===== src/rtl/gse_pkg.sv =====
// shared types, constants and helper functions of the gaussian/sobel edge detector
package gse_pkg;

	localparam int PIX_W         = 8;
	localparam int COL_W         = 11;
	localparam int ROW_W         = 13;
	localparam int THR_W         = 11;
	localparam int GRAD_W        = 11;
	localparam int MAG_W         = 2 * THR_W;
	localparam int CFG_IDX_W     = 2;
	localparam int CFG_DATA_W    = 13;
	localparam int MAX_WIDTH_DEF = 1024;
	localparam int MAX_HEIGHT    = 4096;
	localparam int MIN_SIZE      = 3;
	localparam int WIN_N         = 9;
	localparam int WIN_CENTER    = 4;

	localparam logic [COL_W-1:0] WIDTH_RST  = COL_W'(640);
	localparam logic [ROW_W-1:0] HEIGHT_RST = ROW_W'(480);
	localparam logic [THR_W-1:0] THRESH_RST = THR_W'(150);

	localparam logic [PIX_W-1:0] PIX_EDGE = PIX_W'(0);
	localparam logic [PIX_W-1:0] PIX_FLAT = PIX_W'(255);

	typedef enum logic [CFG_IDX_W-1:0] {
		REG_WIDTH  = 2'd0,
		REG_HEIGHT = 2'd1,
		REG_THRESH = 2'd2
	} cfg_reg_t;

	typedef logic [WIN_N-1:0][PIX_W-1:0] win_t;

	// per-item control, worked out when the item enters
	typedef struct packed {
		logic [PIX_W-1:0] x;          // raw pixel, zero in the tail
		logic [COL_W-1:0] col;        // raw line column
		logic             smooth_en;  // item emits a smoothed pixel
		logic [COL_W-1:0] qc;         // column of that smoothed pixel
		logic             border;     // smoothed pixel sits on the frame border
		logic             produce;    // item emits a result
		logic             sb;         // result sits on the frame border
		logic             last;       // result closes the frame
	} item_t;

	function automatic logic [COL_W-1:0] clamp_width(input logic [COL_W-1:0] v, input int hi);
		if (v < COL_W'(MIN_SIZE)) return COL_W'(MIN_SIZE);
		if (int'(v) > hi) return COL_W'(hi);
		return v;
	endfunction

	function automatic logic [ROW_W-1:0] clamp_height(input logic [ROW_W-1:0] v);
		if (v < ROW_W'(MIN_SIZE)) return ROW_W'(MIN_SIZE);
		if (v > ROW_W'(MAX_HEIGHT)) return ROW_W'(MAX_HEIGHT);
		return v;
	endfunction

	// shift a window one column left and put the new column on the right
	function automatic win_t push_col(input win_t w, input logic [PIX_W-1:0] older,
			input logic [PIX_W-1:0] newer, input logic [PIX_W-1:0] value);
		win_t n;
		for (int r = 0; r < 3; r++) begin
			n[r*3]   = w[r*3+1];
			n[r*3+1] = w[r*3+2];
		end
		n[2] = older;
		n[5] = newer;
		n[8] = value;
		return n;
	endfunction

	// 1 2 1 / 2 4 2 / 1 2 1, divided by 16
	function automatic logic [PIX_W-1:0] smooth_of(input win_t w);
		logic [PIX_W+3:0] s;
		s = (PIX_W+4)'(w[0]) + ((PIX_W+4)'(w[1]) << 1) + (PIX_W+4)'(w[2])
		  + ((PIX_W+4)'(w[3]) << 1) + ((PIX_W+4)'(w[4]) << 2) + ((PIX_W+4)'(w[5]) << 1)
		  + (PIX_W+4)'(w[6]) + ((PIX_W+4)'(w[7]) << 1) + (PIX_W+4)'(w[8]);
		return s[PIX_W+3:4];
	endfunction

	// weighted difference of two pixel triples: (a + 2b + c) - (d + 2e + f)
	function automatic logic signed [GRAD_W-1:0] tri_diff(
			input logic [PIX_W-1:0] a, input logic [PIX_W-1:0] b, input logic [PIX_W-1:0] c,
			input logic [PIX_W-1:0] d, input logic [PIX_W-1:0] e, input logic [PIX_W-1:0] f);
		logic [GRAD_W-2:0] p;
		logic [GRAD_W-2:0] n;
		p = (GRAD_W-1)'(a) + ((GRAD_W-1)'(b) << 1) + (GRAD_W-1)'(c);
		n = (GRAD_W-1)'(d) + ((GRAD_W-1)'(e) << 1) + (GRAD_W-1)'(f);
		return $signed({1'b0, p}) - $signed({1'b0, n});
	endfunction

endpackage


===== src/rtl/gse_ctrl.sv =====
// configuration registers, frame position counters and per-item control
module gse_ctrl #(
	parameter int MAX_WIDTH = gse_pkg::MAX_WIDTH_DEF
) (
	input  logic                            clk,
	input  logic                            arst_n,
	input  logic                            cfg_wen,
	input  logic [gse_pkg::CFG_IDX_W-1:0]   cfg_index,
	input  logic [gse_pkg::CFG_DATA_W-1:0]  cfg_wdata,
	input  logic                            in_valid,
	input  logic                            advance,
	input  logic [gse_pkg::PIX_W-1:0]       pixel,
	input  logic                            drain,
	output logic                            item_valid,
	output gse_pkg::item_t                  item,
	output logic [gse_pkg::MAG_W-1:0]       thr_sq
);
	import gse_pkg::*;

	localparam logic [MAG_W-1:0] THR_SQ_RST = MAG_W'(THRESH_RST) * MAG_W'(THRESH_RST);

	logic [COL_W-1:0] w_q;
	logic [ROW_W-1:0] h_q;
	logic [THR_W-1:0] thr_q;
	logic [MAG_W-1:0] thr_sq_q;
	logic [COL_W-1:0] in_col_q;
	logic [ROW_W-1:0] in_row_q;
	logic [COL_W-1:0] out_col_q;
	logic [ROW_W-1:0] out_row_q;

	logic             in_frame;
	logic             size_wr;
	logic [ROW_W-1:0] qr;
	logic [COL_W-1:0] qc;

	assign size_wr = cfg_wen && (cfg_index == REG_WIDTH || cfg_index == REG_HEIGHT);

	always_comb begin
		in_frame   = in_row_q < h_q;
		// a drain before the frame's last pixel is dropped here
		item_valid = in_valid && advance && !(in_frame && drain);
		if (in_col_q != '0) begin
			qr = in_row_q - ROW_W'(1);
			qc = in_col_q - COL_W'(1);
		end else begin
			qr = in_row_q - ROW_W'(2);
			qc = w_q - COL_W'(1);
		end
		item.x         = in_frame ? pixel : '0;
		item.col       = in_col_q;
		item.smooth_en = (in_row_q >= ROW_W'(2)) || (in_row_q == ROW_W'(1) && in_col_q != '0);
		item.qc        = qc;
		item.border    = qr == '0 || qr >= h_q - ROW_W'(1) || qc == '0 || qc >= w_q - COL_W'(1);
		item.produce   = (in_row_q >= ROW_W'(3)) || (in_row_q == ROW_W'(2) && in_col_q >= COL_W'(2));
		item.sb        = out_row_q == '0 || out_row_q >= h_q - ROW_W'(1)
		              || out_col_q == '0 || out_col_q >= w_q - COL_W'(1);
		item.last      = out_row_q == h_q - ROW_W'(1) && out_col_q == w_q - COL_W'(1);
	end

	assign thr_sq = thr_sq_q;

	// configuration registers
	always_ff @(posedge clk or negedge arst_n) begin
		if (!arst_n) begin
			w_q      <= clamp_width(WIDTH_RST, MAX_WIDTH);
			h_q      <= clamp_height(HEIGHT_RST);
			thr_q    <= THRESH_RST;
			thr_sq_q <= THR_SQ_RST;
		end else begin
			thr_sq_q <= MAG_W'(thr_q) * MAG_W'(thr_q);
			if (cfg_wen) begin
				unique case (cfg_index)
					REG_WIDTH:  w_q   <= clamp_width(cfg_wdata[COL_W-1:0], MAX_WIDTH);
					REG_HEIGHT: h_q   <= clamp_height(cfg_wdata[ROW_W-1:0]);
					REG_THRESH: thr_q <= cfg_wdata[THR_W-1:0];
					default: ;
				endcase
			end
		end
	end

	// frame position counters
	always_ff @(posedge clk or negedge arst_n) begin
		if (!arst_n) begin
			in_col_q  <= '0;
			in_row_q  <= '0;
			out_col_q <= '0;
			out_row_q <= '0;
		end else begin
			priority if (size_wr || (item_valid && item.produce && item.last)) begin
				in_col_q  <= '0;
				in_row_q  <= '0;
				out_col_q <= '0;
				out_row_q <= '0;
			end else if (item_valid) begin
				if (item.produce) begin
					if (out_col_q == w_q - COL_W'(1)) begin
						out_col_q <= '0;
						out_row_q <= out_row_q + ROW_W'(1);
					end else begin
						out_col_q <= out_col_q + COL_W'(1);
					end
				end
				if (in_col_q == w_q - COL_W'(1)) begin
					in_col_q <= '0;
					in_row_q <= in_row_q + ROW_W'(1);
				end else begin
					in_col_q <= in_col_q + COL_W'(1);
				end
			end else begin
				// no request this cycle, position holds
			end
		end
	end

	a_size_write_restarts: assert property (@(posedge clk) disable iff (!arst_n)
		size_wr |=> in_col_q == '0 && in_row_q == '0 && out_col_q == '0 && out_row_q == '0)
		else $error("size write did not restart the frame");

	a_out_col_in_row: assert property (@(posedge clk) disable iff (!arst_n)
		out_col_q < w_q && in_col_q < w_q)
		else $error("column counter beyond image width");

	a_last_restarts: assert property (@(posedge clk) disable iff (!arst_n)
		item_valid && item.produce && item.last |=> in_row_q == '0 && out_row_q == '0)
		else $error("frame end did not restart the counters");

endmodule


===== config.mk =====
export PLATFORM = sky130hd
export DESIGN_NAME = gse_ctrl
export DESIGN_NICKNAME = d
export VERILOG_FILES = /design/src/rtl/gse_pkg.sv /design/src/rtl/gse_ctrl.sv
export SDC_FILE = /design/constraint.sdc
export NUM_CORES = 1
export LEC_CHECK = 0
export BUFFER_PORTS_ARGS = -buffer_cell sky130_fd_sc_hd__buf_2
export CAP_MARGIN = 20
export CORE_MARGIN = 4
export CORE_UTILIZATION = 29
export DETAILED_ROUTE_END_ITERATION = 10
export GPL_TIMING_DRIVEN = 0
export SETUP_SLACK_MARGIN = 0.3
export SLEW_MARGIN = 20
export SYNTH_ARGS = -nofsm -noshare
export SYNTH_HDL_FRONTEND = slang
export SYNTH_SLANG_ARGS = --single-unit

===== constraint.sdc =====
create_clock -name clk -period 10.6 [get_ports clk]
set_input_delay 1.06 -clock clk [delete_from_list [all_inputs] [get_ports clk]]
set_output_delay 1.06 -clock clk [all_outputs]
set_load 0.02 [all_outputs]

==> summary.md <==
| Metric | Value |
|---|---|
| Run status | finished, final reports clean |
| Worst relative slew slack | 0.433 |
| Crit path capture type | output pin |
| Via count | roughly 9200 |
| Number of port buffers | 85 |
| Pre-CTS setup slack | roughly 4.4 ns |
| Critical Path Source Type | register |
| Ys flop type | dfrtp_1 |
| Mux cell area share after synthesis | 0.0231 |
| Hold-fix buffers at CTS | 0 |
| P_leak | 5.69 nW |
| Placer Congestion | 0.886 |
| GRT Overall Usage | 0.148 |
| Syn Area/Cell | a little over 9 µm² |
| EDFF count, synth | 0 |
| Starting Density | 0.295 |
| Worst skew pair latency | between 0.3 and 0.4 ns |
| Net Sw Power | 1.95 mW |
| CP required | 9.54 ns |
| Post-Synth Adder-Cell Area | 0.268 |
| Yosys top cell area share | 0.197 |
| Synth Area in Simple Gates | 0.184 |
| Switching Share | 0.492 |
| First DRT Iteration DRCs | 633 |
| R2R cell count | 18 |
| # H-tree levels | 3 |
| Routed WL | roughly 30 mm |
| Hold crit path type | register to register |
| R2R Path End | thr_sq[21] |
| Combinational power share | 0.760 |
| Commonest cells in the netlist | ha_1, inv_1, dfrtp_1 |
| Pint | 2.01 mW |
| Hold path cells | 2 |
| Synth warn | 0 |
| Cell variety after synth | 69 |
| Pin count of the biggest net entering global routing | 56 |
| Fraction of layout cells with a size suffix above 1 | 0.120 |
| DRC viols | 0 |
| Asr flop ratio synth | 1.00 |
| Die X | 201 µm |
| DP HPWL | 23.9 mm |
| Die height | 201 µm |
| R2R setup slack | between 4 and 5 ns |
| CTS tree | yes |
| Syn Inst Count | 1186 |
| Final critical-path share of the clock period | 0.600 |
| CP Max Fanout | 10 |
| TritonCTS buffer count | 9 |
| Top-count cell post-synth | ha_1 |
| Clock Path Buffers | 2 |
| Synth Area in Compound Gates | 0.154 |
| Setup crit end | item[3] |
| Wire length per cell | between 15 and 20 µm |
| Net count after synthesis | 1408 |
| Final min period | about 6.4 ns |
| Netlist Area Pre-Place | 10800 µm² |
| Core area | 36700 µm² |
| Final WS setup | 4.24 ns |
| Clock Sinks | roughly 100 |
| Crit path from | in_col_q[0] |
| Post-layout util | 0.332 |
| Die ar. | 40500 µm² |
| Xor-xnor portion of the synthesized cell area | 0.0623 |
| Part of the power in registers | 0.152 |
| Post-CTS Setup Inserts | 0 |
| Worst Tran Pin Value | between 0.8 and 0.9 ns |
| First-pass GRT wire length | 48.7 mm |
| Final #Nets | 1505 |
| Dpl cells | 1740 |
| Gr ovfl total | 0 |
| Hold slack | slightly below 0.5 ns |
| Clock network power share | 0.088 |
| Clk pin slew, worst setup/hold paths | roughly 0.08 ns |
| Final clock skew | 0.0201 ns |
| Via count of the first global-routing pass | between 9000 and 10000 |
| CP Class | register to output pin |
| PnR Total Power | 3.96 mW |
| Ports | 87 |
| Design area | between 10000 and 15000 µm² |
| Antenna Nets Post-Route | 0 |
| Worst vdd ir | 807 µV |
| Synth area leader | dfrtp_1 |
| Root buffer cell | clkbuf_16 |
| Number of synthesized register bits | 104 |
| Unrepaired setup endpoints after global routing | false |
| # rows | 70 |
| CTS resizes | 0 |
| Hold Violations, Final | 0 |
| # Max-Cap Violations | 0 |
| Area contributors post-synth | dfrtp_1, ha_1, fa_1 |
| Initial antenna violation count | 10 |
| Non-filler cells, final | about 1800 |
| Via density | 5.20 |
| Placed cell area | 11900 µm² |
| Final TNS setup | 0 ns |
| Origin of the critical flop-to-flop path | thr_q[2] |
| Fmax | 157 MHz |
| Max Slew Vio Count | 0 |
| DR pass1 iterations | 5 |
| Register area share after synthesis | 0.243 |
| Worst path arrival time | 5.30 ns |
| Pwr Density | approximately 330 nW/µm² |
| Area Overhead vs Synth | 12.5% |
| Final setup fails | 0 |
| Largest family of logic cells by synthesized area | adder cells |
[worst min path at each step]
stage | from | end | slack [ns]
2_1_floorplan | thr_q[0] | thr_sq[0] | 0.40
3_3_place_gp | h_q[10] | h_q[10] | 0.47
3_5_place_dp | h_q[10] | h_q[10] | 0.48
4_1_cts | h_q[10] | h_q[10] | 0.50
5_1_grt | h_q[10] | h_q[10] | 0.54
6_report | h_q[10] | h_q[10] | 0.49
[area by class of cell]
| type | count | area (µm²) |
|---|---|---|
| plain buffers | 55 | 229 |
| clock inverters | 6 | 60.1 |
| repair buffers | 86 | 459 |
| fillers | 3755 | 24500 |
| well taps | 468 | 586 |
| diodes | 6 | 15.0 |
| multi-input cells | 900 | 7490 |
| flip-flops and latches | 104 | 2630 |
| inverters | 127 | 477 |
| clock buffers | 10 | 229 |
[worst max-delay path, stage by stage, from the launching register on]
cell and delay [ns]:
dfrtp_1 0.49, inv_1 0.15, ha_1 0.19, or3b_2 0.44, clkbuf_1 0.22, nor4_2 0.44
clkbuf_1 0.48, mux2i_1 0.39, ha_1 0.32, nand4_1 0.10, nor3_1 0.06, a2111oi_0 0.72
o211ai_1 0.24, a211oi_1 0.32, o211ai_2 0.17, buf_2 0.20
[kinds of logic (layout without fill, tap and decap cells)]
group | count (synthesis) | in the layout
multiplexers | 23 | 23
other | 1 | 7
buffers and inverters | 182 | 284
XOR/XNOR | 66 | 66
AND/OR/NAND/NOR | 367 | 367
adder cells (fa/ha/maj) | 193 | 193
AO/OA/AOI/OAI | 250 | 250
flip-flops | 104 | 104
[cells in the final DEF (no fill, tap or decap), types with 4 or more instances in the layout]
cell type	instances
nand2b_1	24
or2_2	5
a211oi_1	8
nand4_1	15
o21a_1	9
or3_1	18
a41oi_1	6
a21oi_1	50
buf_2	87
xor2_1	13
fa_1	64
nor4_1	16
dfrtp_1	85
clkbuf_16	9
or4_1	17
and2_1	45
a22o_1	18
nor2_1	57
mux2i_1	7
ha_1	129
o21bai_1	4
inv_6	5
and3_1	20
a31oi_1	14
mux2_2	16
nor3_1	21
diode_2	6
o211ai_1	8
nand3_1	26
xnor3_1	7
nand2_1	70
o21ai_0	54
a21o_1	24
inv_1	127
a32oi_1	7
nor2b_1	15
dfstp_2	19
xnor2_1	46
o31ai_1	18
clkbuf_1	47
[per-layer routing]
layer | GRT usage | wire [µm] | vias to the layer above | part of all wire
met5 | 0 | 48 | - | 0.0016
met4 | 0.0536 | 828 | 8 | 0.028
met3 | 0.0308 | 1770 | 59 | 0.060
met2 | 0.239 | 13700 | 235 | 0.46
met1 | 0.198 | 13200 | 4480 | 0.45
li1 | - | - | 4377 | -
[state kept, by name (all words and copies together) (netlist names)]
register	flops
out_row_q	13
thr_q	11
h_q	13
in_col_q	11
in_row_q	13
out_col_q	11
thr_sq	21
w_q	11
[power by group through the flow]
stage / Combinational, mW / Sequential (mW) / Clock (mW)
after global routing: 3.51 / 0.614 / 0.375
final: 3.01 / 0.602 / 0.350
after global placement: 3.00 / 0.609 / 0
after CTS: 3.07 / 0.603 / 0.364
after floorplan: 2.32 / 0.650 / 0
after detailed placement: 3.04 / 0.608 / 0
(Power assumes the default switching activity.)
